==> src/hw/rtl/assert_macros.svh <==
// assertion helpers for the rtl, clocked on aclk and idle while aresetn is low
`ifndef ASSERT_MACROS_SVH
`define ASSERT_MACROS_SVH

// same-cycle implication
`define ASSERT_IMPLIES(lbl, ante, cons, msg) \
    lbl: assert property (@(posedge aclk) disable iff (!aresetn) (ante) |-> (cons)) \
        else $error(msg);

// next-cycle implication
`define ASSERT_NEXT(lbl, ante, cons, msg) \
    lbl: assert property (@(posedge aclk) disable iff (!aresetn) (ante) |=> (cons)) \
        else $error(msg);

`endif

==> src/hw/rtl/crc32s_pkg.sv <==
package crc32s_pkg;

    localparam int unsigned CRC_W      = 32;
    localparam int unsigned BYTE_W     = 8;
    localparam int unsigned CNT_W      = 3;
    localparam int unsigned APB_ADDR_W = 3;
    localparam int unsigned APB_DATA_W = 32;

    localparam logic [CRC_W-1:0] POLY_RESET = 32'h04C1_1DB7;
    localparam logic [CRC_W-1:0] CRC_MSB    = 32'h8000_0000;

    // register index, taken from the word address bit
    typedef enum logic {
        REG_POLY = 1'b0
    } reg_idx_t;

    // eight msb-first reduction steps on the byte leaving the top of the register
    function automatic logic [CRC_W-1:0] reduce_byte(input logic [BYTE_W-1:0] top,
                                                     input logic [CRC_W-1:0]  poly);
        logic [CRC_W-1:0] acc;
        acc = {top, 24'h00_0000};
        for (int k = 0; k < BYTE_W; k++) begin
            if ((acc & CRC_MSB) != '0) begin
                acc = {acc[CRC_W-2:0], 1'b0} ^ poly;
            end else begin
                acc = {acc[CRC_W-2:0], 1'b0};
            end
        end
        return acc;
    endfunction

endpackage

==> src/hw/rtl/crc32_msb_first_stream_unit.sv <==
// byte-stream crc-32, msb first, no zero augmentation
// input stream: s_tdata carries one message byte, s_tlast marks the final byte
// of a message; every message holds at least one byte
// output stream: one 32-bit crc in m_tdata per message, after its final byte
// config: apb register 0 (byte address 0) holds the generator polynomial with
// the top bit implicit, 0x04c11db7 after reset; write it only between messages
// the first four bytes are packed into the crc register and then inverted,
// later bytes shift in at the bottom while the byte leaving the top is reduced
// throughput: one byte per clock, set by the single-cycle byte update of the
// crc register through an eight-step xor network
// latency: the crc appears on m_tdata one cycle after the edge that accepts the
// final byte request (input register, then result register)
// stall: while m_tready is low the result is held; mid-message bytes still flow,
// and a final byte waits in the input register, which then drops s_tready
// reset: synchronous, active low; clears the crc state, byte count, both
// valid flags and restores the default polynomial
`include "assert_macros.svh"

module crc32_msb_first_stream_unit
    import crc32s_pkg::*;
(
    input  logic                  aclk,
    input  logic                  aresetn,
    // stream in
    input  logic                  s_tvalid,
    output logic                  s_tready,
    input  logic [BYTE_W-1:0]     s_tdata,   // [7:0] data_byte
    input  logic                  s_tlast,   // last_byte
    // stream out
    output logic                  m_tvalid,
    input  logic                  m_tready,
    output logic [CRC_W-1:0]      m_tdata,   // [31:0] crc_value
    // apb config
    input  logic                  psel,
    input  logic                  penable,
    input  logic                  pwrite,
    input  logic [APB_ADDR_W-1:0] paddr,
    input  logic [APB_DATA_W-1:0] pwdata,
    output logic [APB_DATA_W-1:0] prdata,
    output logic                  pready
);

    logic              in_valid_reg, in_valid_next;
    logic [BYTE_W-1:0] in_data_reg;
    logic              in_last_reg;
    logic              out_valid_reg, out_valid_next;
    logic [CRC_W-1:0]  out_data_reg;
    logic [CRC_W-1:0]  crc_reg, crc_next;
    logic [CNT_W-1:0]  cnt_reg, cnt_next;
    logic [CRC_W-1:0]  poly_reg;

    logic              out_free;
    logic              proceed;
    logic              in_take;
    logic              cfg_write;
    logic [CRC_W-1:0]  crc_upd;
    logic [CNT_W-1:0]  cnt_upd;
    logic [CRC_W-1:0]  packed_byte;
    logic [CRC_W-1:0]  result;

    // ---------------- handshake ----------------
    assign out_free = !out_valid_reg || m_tready;
    // a final byte only moves on when the result register can take its crc
    assign proceed  = in_valid_reg && (!in_last_reg || out_free);
    assign s_tready = !in_valid_reg || proceed;
    assign in_take  = s_tvalid && s_tready;

    assign m_tvalid = out_valid_reg;
    assign m_tdata  = out_data_reg;

    // ---------------- config ----------------
    assign pready    = 1'b1;
    assign cfg_write = psel && penable && pwrite && pready
                       && (reg_idx_t'(paddr[2]) == REG_POLY);

    always_comb begin
        unique case (reg_idx_t'(paddr[2]))
            REG_POLY: prdata = poly_reg;
            default:  prdata = '0;
        endcase
    end

    always_ff @(posedge aclk) begin
        if (!aresetn) begin
            poly_reg <= POLY_RESET;
        end else if (cfg_write) begin
            poly_reg <= pwdata;
        end
    end

    // ---------------- byte update ----------------
    always_comb begin
        case (cnt_reg[1:0])
            2'd0:    packed_byte = {in_data_reg, 24'h00_0000};
            2'd1:    packed_byte = {8'h00, in_data_reg, 16'h0000};
            2'd2:    packed_byte = {16'h0000, in_data_reg, 8'h00};
            default: packed_byte = {24'h00_0000, in_data_reg};
        endcase
    end

    always_comb begin
        if (!cnt_reg[2]) begin
            cnt_upd = cnt_reg + 3'd1;
            // fourth byte packed: invert the register
            if (cnt_reg[1:0] == 2'd3) begin
                crc_upd = ~(crc_reg | packed_byte);
            end else begin
                crc_upd = crc_reg | packed_byte;
            end
        end else begin
            cnt_upd = cnt_reg;
            crc_upd = {crc_reg[CRC_W-BYTE_W-1:0], in_data_reg}
                      ^ reduce_byte(crc_reg[CRC_W-1:CRC_W-BYTE_W], poly_reg);
        end
        // short messages leave the register uninverted
        result = cnt_upd[2] ? ~crc_upd : crc_upd;
    end

    always_comb begin
        crc_next       = crc_reg;
        cnt_next       = cnt_reg;
        in_valid_next  = in_valid_reg;
        out_valid_next = out_valid_reg;
        if (m_tready) begin
            out_valid_next = 1'b0;
        end
        if (proceed) begin
            in_valid_next = 1'b0;
            if (in_last_reg) begin
                crc_next       = '0;
                cnt_next       = '0;
                out_valid_next = 1'b1;
            end else begin
                crc_next = crc_upd;
                cnt_next = cnt_upd;
            end
        end
        if (in_take) begin
            in_valid_next = 1'b1;
        end
    end

    always_ff @(posedge aclk) begin
        if (!aresetn) begin
            in_valid_reg  <= 1'b0;
            out_valid_reg <= 1'b0;
            crc_reg       <= '0;
            cnt_reg       <= '0;
        end else begin
            in_valid_reg  <= in_valid_next;
            out_valid_reg <= out_valid_next;
            crc_reg       <= crc_next;
            cnt_reg       <= cnt_next;
        end
    end

    always_ff @(posedge aclk) begin
        if (in_take) begin
            in_data_reg <= s_tdata;
            in_last_reg <= s_tlast;
        end
        if (proceed && in_last_reg) begin
            out_data_reg <= result;
        end
    end

    // ---------------- checks ----------------
    `ASSERT_IMPLIES(a_cnt_range, 1'b1, cnt_reg <= 3'd4, "byte count beyond four")
    `ASSERT_IMPLIES(a_no_overwrite, proceed && in_last_reg, out_free,
                    "crc overwrites a result not yet taken")
    `ASSERT_NEXT(a_clear_after_last, proceed && in_last_reg,
                 (crc_reg == '0) && (cnt_reg == '0), "state not cleared after final byte")
    `ASSERT_NEXT(a_fourth_byte, proceed && !in_last_reg && (cnt_reg == 3'd3),
                 cnt_reg == 3'd4, "fourth byte did not complete packing")

endmodule
==> config.mk <==
export PLATFORM = sky130hd
export DESIGN_NAME = crc32_msb_first_stream_unit
export DESIGN_NICKNAME = d
export VERILOG_FILES = /design/src/hw/rtl/crc32s_pkg.sv /design/src/hw/rtl/crc32_msb_first_stream_unit.sv
export VERILOG_INCLUDE_DIRS = /design/src /design/src/hw/rtl
export SDC_FILE = /design/constraint.sdc
export NUM_CORES = 1
export LEC_CHECK = 0
export BUFFER_PORTS_ARGS = -buffer_cell sky130_fd_sc_hd__buf_4
export CAP_MARGIN = 0
export CORE_ASPECT_RATIO = 1.5
export CORE_MARGIN = 2
export CORE_UTILIZATION = 40
export CTS_BUF_LIST = sky130_fd_sc_hd__clkbuf_8
export DETAILED_ROUTE_END_ITERATION = 10
export GPL_TIMING_DRIVEN = 0
export PLACE_DENSITY = 0.65
export SETUP_SLACK_MARGIN = 0.02
export SKIP_LAST_GASP = 1
export SYNTH_ARGS = -nofsm -noshare
export SYNTH_HDL_FRONTEND = slang
export SYNTH_SLANG_ARGS = --single-unit
==> constraint.sdc <==
create_clock -name aclk -period 7.1 [get_ports aclk]
set_input_delay 0.71 -clock aclk [delete_from_list [all_inputs] [get_ports aclk]]
set_output_delay 0.71 -clock aclk [all_outputs]
set_load 0.05 [all_outputs]
Word-level counts from Yosys, hierarchy flattened
Cells that the tools add are included.
Word-level totals
  logic and storage cells: 71
  bits in registers: 110
  output and inout port bits: 67
Operators by class
  reduce and logical (&&, ||, !) cells: 15
  equal/unequal tests: 4
  bitwise logic cells: 13
  add/subtract/negate cells: 1
  muxes and demuxes: 29
Operator list (number)
  two-way mux 32 bit: 21
  bitwise XOR 32 bit: 9
  one-hot mux 32 bit (3 select lines): 1
  NOT 32 bit: 2
  OR 32 bit: 1
  logical AND 1 bit: 6
  two-way mux 3 bit: 2
  two-way mux 1 bit: 5
  == test 2 bit, second input constant: 2
  adder 3 x 1 -> 3 bit, second input constant: 1
  zero test 1 bit: 3
  logical OR 1 bit: 3
  == test 2 x 1 -> 1 bit, second input constant: 1
  zero test 2 bit: 1
  inequality test 2 bit, second input constant: 1
  AND reduction 2 bit: 1
  nonzero test 2 bit: 1
  NOT 1 bit: 1

Depth between registers and ports, before layout
Gate-level depths: netlist (run 1).
  word-level depth: 28
  mapped depth: 17
  depth with buffers taken out: 13

Least setup slack after synthesis (run 1)
Ideal clock, no wire load.
  kind: flip-flop to flip-flop
  from: reg poly_reg[31]
  to: reg out_data_reg[28] (netlist: m_tdata[28]) (data pin)
  setup slack: 3.664 ns
  setup time: 0.254 ns
  data arrival time: 3.182 ns
  cell stages (with the launch flop): 17
  buffers on the path: 3
  path through: dfxtp_1 buf_2 a21boi_1 o22ai_2 or3_1 a211oi_2 a311oi_2 and3_1 or3_1 mux2i_1 xnor3_1 buf_6 buf_6 nand2_2 xor2_1 nand2_1 o21a_1
On the way
  cells in the longest elaborated chain, start to end: 27
RTL lines
  from (decl): line crc32_msb_first_stream_unit.sv:50  | logic [CRC_W-1:0] poly_reg;
  from (signal assigned): line crc32_msb_first_stream_unit.sv:87  | poly_reg <= pwdata;
  bitwise XOR 32 bit: line crc32s_pkg.sv:24  | acc = {acc[CRC_W-2:0], 1'b0} ^ poly;
  two-way mux 32 bit: line crc32s_pkg.sv:23  | if ((acc & CRC_MSB) != '0) begin
  two-way mux 32 bit: line crc32_msb_first_stream_unit.sv:102  | if (!cnt_reg[2]) begin
  two-way mux 32 bit: line crc32s_pkg.sv:23
  two-way mux 32 bit: line crc32_msb_first_stream_unit.sv:102
  bitwise XOR 32 bit: line crc32s_pkg.sv:24
  two-way mux 32 bit: line crc32s_pkg.sv:23
  two-way mux 32 bit: line crc32_msb_first_stream_unit.sv:102
  [... 12 more ...]
  bitwise XOR 32 bit: line crc32s_pkg.sv:24
  two-way mux 32 bit (*): line crc32s_pkg.sv:23
  two-way mux 32 bit (*): line crc32_msb_first_stream_unit.sv:102
  bitwise XOR 32 bit (*): line crc32_msb_first_stream_unit.sv:113  | ^ reduce_byte(crc_reg[CRC_W-1:CRC_W-BYTE_W], poly_reg);
  two-way mux 32 bit (*): line crc32_msb_first_stream_unit.sv:102
  NOT 32 bit: line crc32_msb_first_stream_unit.sv:116  | result = cnt_upd[2] ? ~crc_upd : crc_upd;
  two-way mux 32 bit (*): line crc32_msb_first_stream_unit.sv:116
  named net result[28]: line crc32_msb_first_stream_unit.sv:59  | logic [CRC_W-1:0] result;
  to (signal assigned): line crc32_msb_first_stream_unit.sv:163  | out_data_reg <= result;
  to (decl): line crc32_msb_first_stream_unit.sv:47  | logic [CRC_W-1:0] out_data_reg;
Mark *: on every way through the listed nets, which the timed path passes. The rest lies on a longest branch. The select of a mux whose other input is x is not followed.
A chain may end at the register's enable or synchronous reset.

Final worst setup path (run 1)
  from: reg crc_reg[31]
  to: reg out_data_reg[24] (netlist: m_tdata[24]) (data pin)
On the way
  cells in the longest elaborated chain, start to end: 27
RTL lines
  from (decl): line crc32_msb_first_stream_unit.sv:48  | logic [CRC_W-1:0] crc_reg, crc_next;
  from (signal assigned): line crc32_msb_first_stream_unit.sv:152  | crc_reg <= crc_next;
  two-way mux 32 bit (*): line crc32s_pkg.sv:23
  two-way mux 32 bit (*): line crc32_msb_first_stream_unit.sv:102
  bitwise XOR 32 bit: line crc32s_pkg.sv:24
  two-way mux 32 bit (*): line crc32s_pkg.sv:23
  two-way mux 32 bit (*): line crc32_msb_first_stream_unit.sv:102
  bitwise XOR 32 bit: line crc32s_pkg.sv:24
  two-way mux 32 bit (*): line crc32s_pkg.sv:23
  two-way mux 32 bit (*): line crc32_msb_first_stream_unit.sv:102
  [... 12 more ...]
  bitwise XOR 32 bit: line crc32s_pkg.sv:24
  two-way mux 32 bit (*): line crc32s_pkg.sv:23
  two-way mux 32 bit (*): line crc32_msb_first_stream_unit.sv:102
  bitwise XOR 32 bit (*): line crc32_msb_first_stream_unit.sv:113
  two-way mux 32 bit (*): line crc32_msb_first_stream_unit.sv:102
  NOT 32 bit: line crc32_msb_first_stream_unit.sv:116
  two-way mux 32 bit (*): line crc32_msb_first_stream_unit.sv:116
  named net result[24]: line crc32_msb_first_stream_unit.sv:59
Marked as above.

==> results of run 1 <==
==> final cells by class <==
cell class	count	share of cell area, %
Buffer	115	4.30
Inverter	11	0.367
Multi-Input combinational cell	987	58.9
Sequential cell	110	23.2
Tap cell	324	3.61
Clock inverter	7	0.734
Timing Repair Buffer	114	7.79
Clock buffer	9	1.10
==> worst reg2reg max path, stage by stage, from the launching register on <==
cell	delay (ps)
sky130_fd_sc_hd__dfxtp_1	410
sky130_fd_sc_hd__buf_4	190
sky130_fd_sc_hd__clkbuf_1	350
sky130_fd_sc_hd__o21ai_0	170
sky130_fd_sc_hd__a21oi_1	150
sky130_fd_sc_hd__a21boi_0	100
sky130_fd_sc_hd__o21ai_0	350
sky130_fd_sc_hd__o41ai_2	180
sky130_fd_sc_hd__nor2_1	120
sky130_fd_sc_hd__xor3_1	460
sky130_fd_sc_hd__o211ai_1	540
sky130_fd_sc_hd__buf_2	330
sky130_fd_sc_hd__nand3_1	110
sky130_fd_sc_hd__xnor3_1	300
sky130_fd_sc_hd__xor2_1	310
sky130_fd_sc_hd__nand2_1	150
sky130_fd_sc_hd__o21a_1	130
==> metrics by stage <==
step	area (um^2)	total power [mW]	util, %	worst slack [ps]	std cells
6_report	11200	1.46	46.5	2530	1677
5_1_grt	11200	1.52	46.5	2230	1677
4_1_cts	11200	1.47	46.4	2590	1676
3_5_place_dp	11000	1.06	45.5	2630	1660
3_3_place_gp	11000	1.06	45.5	2630	1660
2_1_floorplan	9760	0.953	-	3660	1223
==> where the power goes <==
part | internal (mW) | total [mW] | switching (mW)
registers | 0.669 | 0.685 | 0.0157
logic | 0.155 | 0.363 | 0.208
clock network | 0.168 | 0.413 | 0.245
total | 0.992 | 1.46 | 0.469
==> routing by layer <==
metal	GRT usage (%)	up-vias
li1	-	4286
met1	27.1	4194
met2	43.1	271
met3	2.47	66
met4	11.7	0
met5	0	-
==> layout by cell type (no fill, tap or decap), types with 3 or more instances in the layout <==
master,count
sky130_fd_sc_hd__a21boi_0,20
sky130_fd_sc_hd__a21o_1,58
sky130_fd_sc_hd__a21oi_1,44
sky130_fd_sc_hd__a22oi_1,31
sky130_fd_sc_hd__a32oi_1,5
sky130_fd_sc_hd__and2_1,4
sky130_fd_sc_hd__buf_1,7
sky130_fd_sc_hd__buf_2,20
sky130_fd_sc_hd__buf_4,116
sky130_fd_sc_hd__clkbuf_1,83
sky130_fd_sc_hd__clkbuf_8,9
sky130_fd_sc_hd__dfxtp_1,69
sky130_fd_sc_hd__edfxtp_1,41
sky130_fd_sc_hd__ha_1,5
sky130_fd_sc_hd__inv_1,9
sky130_fd_sc_hd__mux2i_1,3
sky130_fd_sc_hd__nand2_1,341
sky130_fd_sc_hd__nand2_2,11
sky130_fd_sc_hd__nand2b_1,4
sky130_fd_sc_hd__nand3_1,45
sky130_fd_sc_hd__nand4_1,3
sky130_fd_sc_hd__nor2_1,18
sky130_fd_sc_hd__nor2b_1,37
sky130_fd_sc_hd__nor3b_1,4
sky130_fd_sc_hd__o21a_1,33
sky130_fd_sc_hd__o21ai_0,25
sky130_fd_sc_hd__or3_1,4
sky130_fd_sc_hd__xnor2_1,177
sky130_fd_sc_hd__xnor3_1,33
sky130_fd_sc_hd__xor2_1,38
==> cells by family (layout without fill, tap and decap cells) <==
kind of cell,after synthesis,count (layout)
flip-flops,110,110
other,1,1
buffers and inverters,126,256
multiplexers,3,3
adder cells (fa/ha/maj),5,5
XOR/XNOR,251,251
AO/OA/AOI/OAI,241,241
AND/OR/NAND/NOR,486,486
==> worst min-delay path by stage <==
stage | startpoint | endpoint | depth (start not counted)
detailed placement | crc_reg[0]$_SDFFE_PN0P_ | crc_reg[0]$_SDFFE_PN0P_ | 2
floorplan | crc_reg[0]$_SDFFE_PN0P_ | crc_reg[0]$_SDFFE_PN0P_ | 2
global route | s_tdata[3] | in_data_reg[3]$_DFFE_PP_ | 1
global placement | crc_reg[0]$_SDFFE_PN0P_ | crc_reg[0]$_SDFFE_PN0P_ | 2
CTS | s_tdata[6] | in_data_reg[6]$_DFFE_PP_ | 1
finish | s_tdata[6] | in_data_reg[6]$_DFFE_PP_ | 1
==> results.md, run 1 <==
| Metric | Reported | Unit |
| --- | --- | --- |
| Number of antenna violations at the first check in global routing | 0 | - |
| Slack of the worst reg-to-reg path | 2530 | ps |
| Start point of the critical path | crc_reg[31]$_SDFFE_PN0P_ | - |
| Top cell by count, worst path | sky130_fd_sc_hd__o21ai_0 | - |
| Levels on crit path | 16 | - |
| Time the final worst path needs with I/O delays and setup | 4570 | ps |
| First-pass GRT wire length | 47.4 | mm |
| Leakage | 4.23 | nW |
| XOR/XNOR share of the synthesized area | 27.6 | % |
| Final #Nets | 1404 | - |
| Clock Sink Count | 110 | - |
| Antenna diode count | 0 | - |
| Count of flip-flops with a built-in enable after synthesis | 41 | - |
| Routed length per instance | 18.2 | um |
| Via density per instance | 5.26 | - |
| Most instantiated library cell after synthesis | sky130_fd_sc_hd__nand2_1 | - |
| Buffers on Ports | 113 | - |
| Routed wl met3 | 1.31 | mm |
| Post-Route Setup TNS | 0 | ps |
| CTS tree | yes | - |
| Root Buffer | sky130_fd_sc_hd__clkbuf_8 | - |
| Starting density of the core | 40.4 | % |
| Combined global-route utilization of all metal layers | 23.6 | % |
| Status | completed | - |
| Critical path, cell by cell | buf_4 -> clkbuf_1 -> o21ai_0 -> a21oi_1 -> a21boi_0 -> o21ai_0 -> o41ai_2 -> nor2_1 -> xor3_1 -> o211ai_1 -> buf_2 -> nand3_1 -> xnor3_1 -> xor2_1 -> nand2_1 -> o21a_1 | - |
| IR drop worst, VDD | 0.0798 | mV |
| Share of the synthesized area in compound gates (AO/OA/AOI/OAI) | 17.5 | % |
| HPWL after detailed placement | 23.4 | mm |
| Main area contributors after synthesis | sky130_fd_sc_hd__xnor2_1 16%, sky130_fd_sc_hd__dfxtp_1 14%, sky130_fd_sc_hd__nand2_1 13% | - |
| Power per cell area | 130 | mW/mm^2 |
| Ports placed on the boundary | 118 | - |
| Number of DRC markers in iteration 0 | 537 | - |
| Post-synth ARST share | 0 | % |
| Setup repair after global routing missed its margin | false | - |
| Met2 Wirelength | 15.8 | mm |
| Worst slew margin relative to its limit | 38.6 | % |
| Die Span X | 132 | um |
| Post-route clock period utilization | 64.4 | % |
| Post-synth top cells | 341 x sky130_fd_sc_hd__nand2_1, 177 x sky130_fd_sc_hd__xnor2_1, 83 x sky130_fd_sc_hd__clkbuf_1 | - |
| Achievable Freq | 219 | MHz |
| Post-synthesis sequential area ratio | 26.8 | % |
| Fill count | 2445 | - |
| End of the critical path | m_tdata[24]$_DFFE_PP_ | - |
| Count of unique library cells instantiated by Yosys | 66 | - |
| Syn_area_per_cell | 7.98 | um^2 |
| Length in cells of the worst reg-to-reg path | 16 | - |
| Remaining global-route overflow | 0 | - |
| Worst Path Class, Setup | reg -> reg | - |
| Vias in the first global route | 8566 | - |
| Placeable core area | 0.0242 | mm^2 |
| Largest net degree at the start of global routing | 34 | - |
| Final setup skew | 31.4 | ps |
| Post-synthesis cell count | 1223 | - |
| Final routed wirelength across all metal layers | 30.5 | mm |
| Minimum hold slack | 479 | ps |
| Post-CTS setup repair buffer count | 0 | - |
| Cts-stage hold buffer count | 0 | - |
| End of the worst register-to-register path | m_tdata[24]$_DFFE_PP_ | - |
| Setup-failing EPs final | 0 | - |
| Via count | 8817 | - |
| Signal arrival time at the worst endpoint | 4760 | ps |
| Antenna-violating nets left | 0 | - |
| Row cnt | 70 | - |
| Main flop type after synthesis | sky130_fd_sc_hd__dfxtp_1 | - |
| Adder-Cell Fraction of Synth Area | 0.641 | % |
| Maximum fanout along the worst path | 10 | - |
| Combinational family with the most area after synthesis | XOR/XNOR gates | - |
| Routability congestion estimate from global placement | 0.903 | - |
| Resized cells post-CTS | 0 | - |
| Total number of H-tree levels | 3 | - |
| Slew at the pin closest to its max-slew limit | 916 | ps |
| Met1 layer wirelength in the final routing | 12.1 | mm |
| Highest metal used | met4 | - |
| Startpoint of the worst-slack reg-to-reg timing path | crc_reg[31]$_SDFFE_PN0P_ | - |
| Footprint of the flip-flops and latches | 0.00261 | mm^2 |
| Net count after synthesis | 1279 | - |
| Portion of netlist area occupied by mux cells | 0.308 | % |
| Critical path required time | 7290 | ps |
| CTS Buffer Depth | 2 | - |
| Cell area after synthesis | 0.00976 | mm^2 |
| Simple-gate area share of the yosys netlist | 21.7 | % |
| Hold Violations, Final | 0 | - |
| Multi-input combinational cell area | 0.00662 | mm^2 |
| DRC violations left | 0 | - |
| Number of buffer and inverter stages on the critical path | 3 | - |
| Count of max-cap constraint violations | 0 | - |
| Synthesis-to-layout area growth | 15.2 | % |
| Crit start category | flop | - |
| Fraction of final layout cells with drive strength greater than 1 | 13.4 | % |
| Top cell type's share of synthesized area | 15.9 | % |
| Critical path's slowest cell | sky130_fd_sc_hd__o211ai_1 | - |
| Number of register bits inferred by synthesis | 110 | - |
| Num CTS Buffers | 9 | - |
| Worst-Skew Late Latency | 430 | ps |
| Overall die height | 195 | um |
| Dominant cell type by area after synthesis | sky130_fd_sc_hd__xnor2_1 | - |
| Endpoint class of the critical path | flop | - |
| Clock edge transition at the registers on the reported setup and hold paths | 130 | ps |
| Die outline area | 0.0257 | mm^2 |
| DRT Pass-1 Iters | 5 | - |
| Yosys Warn Count | 0 | - |
| Cell family with most CP delay | compound AO/OA/AOI/OAI gates | - |
| Worst hold-check path type | in -> reg | - |
| Number of slew-limit violations in the final report | 0 | - |
| Maximum cell stage delay along the critical path | 540 | ps |
Power figures use the tool's default switching activity.
==> run 2, diff against run 1 <==
==> constraint.sdc (replaced) <==
create_clock -name aclk -period 4.37 [get_ports aclk]
set_input_delay 0.437 -clock aclk [delete_from_list [all_inputs] [get_ports aclk]]
set_output_delay 0.437 -clock aclk [all_outputs]
set_load 0.05 [all_outputs]
==> run 2 against run 1 <==
Compared with the run above:
- global-route usage hardly changed
- cell count is 0.54% higher
- final area is 1.2% higher
- flip-flop and latch count stayed put
- clock power is 63% higher
- sequential share of layout area is 0.27 points lower
- clock skew hardly changed
- routed wire length is 0.30% higher
- largest cell class unchanged
- largest power group unchanged
==> results.md, run 2 (synthesis gave the netlist of run 1 again) <==
| Metric | Reported | Unit | Change |
| --- | --- | --- | --- |
| Time the final worst path needs with I/O delays and setup | 4190 | ps | was 4570 ps |
| Synthesis-to-layout area growth | 16.6 | % | was 15.2% |
| Fraction of final layout cells with drive strength greater than 1 | 14.9 | % | was 13.4% |
| HPWL after detailed placement | 23.4 | mm | unchanged |
| Worst slew margin relative to its limit | 38.5 | % | was 38.6% |
| Via density per instance | 5.26 | - | about the same |
| Multi-input combinational cell area | 0.00668 | mm^2 | was 0.00662 mm^2 |
| Post-route clock period utilization | 95.8 | % | was 64.4% |
| Most frequent cells in the layout | 341 x sky130_fd_sc_hd__nand2_1, 174 x sky130_fd_sc_hd__xnor2_1, 126 x sky130_fd_sc_hd__buf_4 | - | was 341 x sky130_fd_sc_hd__nand2_1, 177 x sky130_fd_sc_hd__xnor2_1, 116 x sky130_fd_sc_hd__buf_4 |
| Maximum fanout along the worst path | 10 | - | unchanged |
| Clock Sink Count | 110 | - | unchanged |
| Worst Path Class, Setup | reg -> reg | - | unchanged |
| Via count | 8861 | - | was 8817 |
| Achievable Freq | 239 | MHz | was 219 MHz |
| Length in cells of the worst reg-to-reg path | 17 | - | was 16 |
| Signal arrival time at the worst endpoint | 4360 | ps | was 4760 ps |
| Ports placed on the boundary | 118 | - | unchanged |
| DRC violations left | 0 | - | unchanged |
| Final #Nets | 1413 | - | was 1404 |
| Number of slew-limit violations in the final report | 0 | - | unchanged |
| Critical path required time | 4550 | ps | was 7290 ps |
| Clock edge transition at the registers on the reported setup and hold paths | 110 | ps | was 130 ps |
| IR drop worst, VDD | 0.134 | mV | was 0.0798 mV |
| Buffers on Ports | 113 | - | unchanged |
| Die Span X | 132 | um | unchanged |
| CTS tree | yes | - | unchanged |
| CTS Buffer Depth | 2 | - | unchanged |
| Setup slack of the critical path after layout | 184 | ps | was 2530 ps |
| Worst-Skew Late Latency | 430 | ps | about the same |
| Cts-stage hold buffer count | 0 | - | unchanged |
| Antenna diode count | 0 | - | unchanged |
| Fill count | 2435 | - | was 2445 |
| Crit start category | flop | - | unchanged |
| Root Buffer | sky130_fd_sc_hd__clkbuf_8 | - | unchanged |
| Die outline area | 0.0257 | mm^2 | unchanged |
| Final setup skew | 31.8 | ps | was 31.4 ps |
| Worst Setup Slack post-DPL | -103 | ps | was 2630 ps |
| Vias in the first global route | 8582 | - | was 8566 |
| Remaining global-route overflow | 0 | - | unchanged |
| Routability congestion estimate from global placement | 0.903 | - | unchanged |
| Setup repair after global routing missed its margin | false | - | unchanged |
| Placeable core area | 0.0242 | mm^2 | unchanged |
| Post-Route Setup TNS | 0 | ps | unchanged |
| Antenna-violating nets left | 0 | - | unchanged |
| DRT Pass-1 Iters | 5 | - | unchanged |
| Starting density of the core | 40.4 | % | unchanged |
| Number of antenna violations at the first check in global routing | 0 | - | unchanged |
| Number of DRC markers in iteration 0 | 459 | - | was 537 |
| Final std cell area, no fill | 0.0114 | mm^2 | was 0.0112 mm^2 |
| Cell area after placement | 0.0110 | mm^2 | unchanged |
| Setup-failing EPs final | 0 | - | unchanged |
| Routed length per instance | 18.1 | um | was 18.2 um |
| Combined global-route utilization of all metal layers | 23.6 | % | about the same |
| Row cnt | 70 | - | unchanged |
| Overall die height | 195 | um | unchanged |
| Status | completed | - | unchanged |
| Endpoint class of the critical path | flop | - | unchanged |
| Number of cells on the worst hold path | 1 | - | unchanged |
| Count of max-cap constraint violations | 0 | - | unchanged |
| Minimum hold slack | 207 | ps | was 479 ps |
| First-pass GRT wire length | 47.5 | mm | was 47.4 mm |
| Slew at the pin closest to its max-slew limit | 918 | ps | was 916 ps |
| Power per cell area | 209 | mW/mm^2 | was 130 mW/mm^2 |
| Hold Violations, Final | 0 | - | unchanged |
| Largest net degree at the start of global routing | 34 | - | unchanged |
| Worst hold-check path type | in -> reg | - | unchanged |
| Final routed wirelength across all metal layers | 30.6 | mm | was 30.5 mm |
| Num CTS Buffers | 9 | - | unchanged |
| Total number of H-tree levels | 3 | - | unchanged |
| Leakage | 4.31 | nW | was 4.23 nW |
| Most frequent standard cell in the layout excluding fill and tap cells | sky130_fd_sc_hd__nand2_1 | - | unchanged |
| Footprint of the flip-flops and latches | 0.00261 | mm^2 | about the same |
## run 2: cell count changes in the layout (fill, tap and decap cells not counted), moves of 2 or more
cell,previous run,this run
sky130_fd_sc_hd__clkbuf_1,83,79
sky130_fd_sc_hd__clkbuf_2,0,4
sky130_fd_sc_hd__xnor2_2,1,3
sky130_fd_sc_hd__buf_4,116,126
sky130_fd_sc_hd__xnor2_1,177,174
## run 2: worst max-delay path, cell delays in order (launching register included)
cell and delay [ps]:
sky130_fd_sc_hd__dfxtp_1 380, sky130_fd_sc_hd__buf_2 200, sky130_fd_sc_hd__a21boi_1 200, sky130_fd_sc_hd__o22ai_2 150, sky130_fd_sc_hd__nor3_4 330, sky130_fd_sc_hd__buf_4 180, sky130_fd_sc_hd__a2111oi_2 40, sky130_fd_sc_hd__a311oi_2 310
sky130_fd_sc_hd__a21oi_1 190, sky130_fd_sc_hd__or3_1 360, sky130_fd_sc_hd__mux2i_1 190, sky130_fd_sc_hd__xnor3_2 440, sky130_fd_sc_hd__buf_6 180, sky130_fd_sc_hd__buf_6 160, sky130_fd_sc_hd__nand2_2 70, sky130_fd_sc_hd__xor2_1 210
sky130_fd_sc_hd__nand2_1 180, sky130_fd_sc_hd__o21a_1 170
## run 2: cell type report
cell class,count,share of cell area (%)
clock inverters,7,0.726
multi-input cells,987,58.7
inverters,11,0.363
well taps,324,3.56
clock buffers,9,1.09
flip-flops and latches,110,23.0
repair buffers,124,8.36
plain buffers,114,4.25
## run 2: final timing paths
kind / from / endpoint / slack, ps
hold reg to reg: crc_reg[0]$_SDFFE_PN0P_ / crc_reg[0]$_SDFFE_PN0P_ / 520
setup reg to reg: poly_reg[31]$_SDFFE_PN0P_ / m_tdata[23]$_DFFE_PP_ / 180
hold / removal: s_tdata[6] / in_data_reg[6]$_DFFE_PP_ / 210
setup / recovery: poly_reg[31]$_SDFFE_PN0P_ / m_tdata[23]$_DFFE_PP_ / 180
## run 2: report_power, final
part / internal (mW) / switching [mW]
logic: 0.256 / 0.341
clock network: 0.273 / 0.401
registers: 1.09 / 0.0256
## run 2: what timing repair did
| action | 4_1_cts | 5_1_grt |
|---|---|---|
| gates resized for setup | 2 | 16 |
| pin swaps | 1 | 4 |
| gates cloned | 0 | 0 |
| endpoints found under the setup margin | 17 | 50 |
| buffers inserted | 2 | 8 |
## run 2: metal layers
metal	global-route usage [%]	up-vias	part of all wire, %
li1	-	4303	-
met1	27.2	4223	40
met2	43.1	266	52
met3	2.47	69	4.3
met4	11.9	0	4.6
met5	0	-	0
## run 2: stage by stage
| stage | power, mW | utilization (%) | instances |
|---|---|---|---|
| after floorplan | 1.55 | - | 1223 |
| after global placement | 1.72 | 45.5 | 1660 |
| after detailed placement | 1.72 | 45.5 | 1660 |
| after CTS | 2.39 | 46.5 | 1678 |
| after global routing | 2.48 | 47.1 | 1686 |
| final | 2.38 | 47.1 | 1686 |
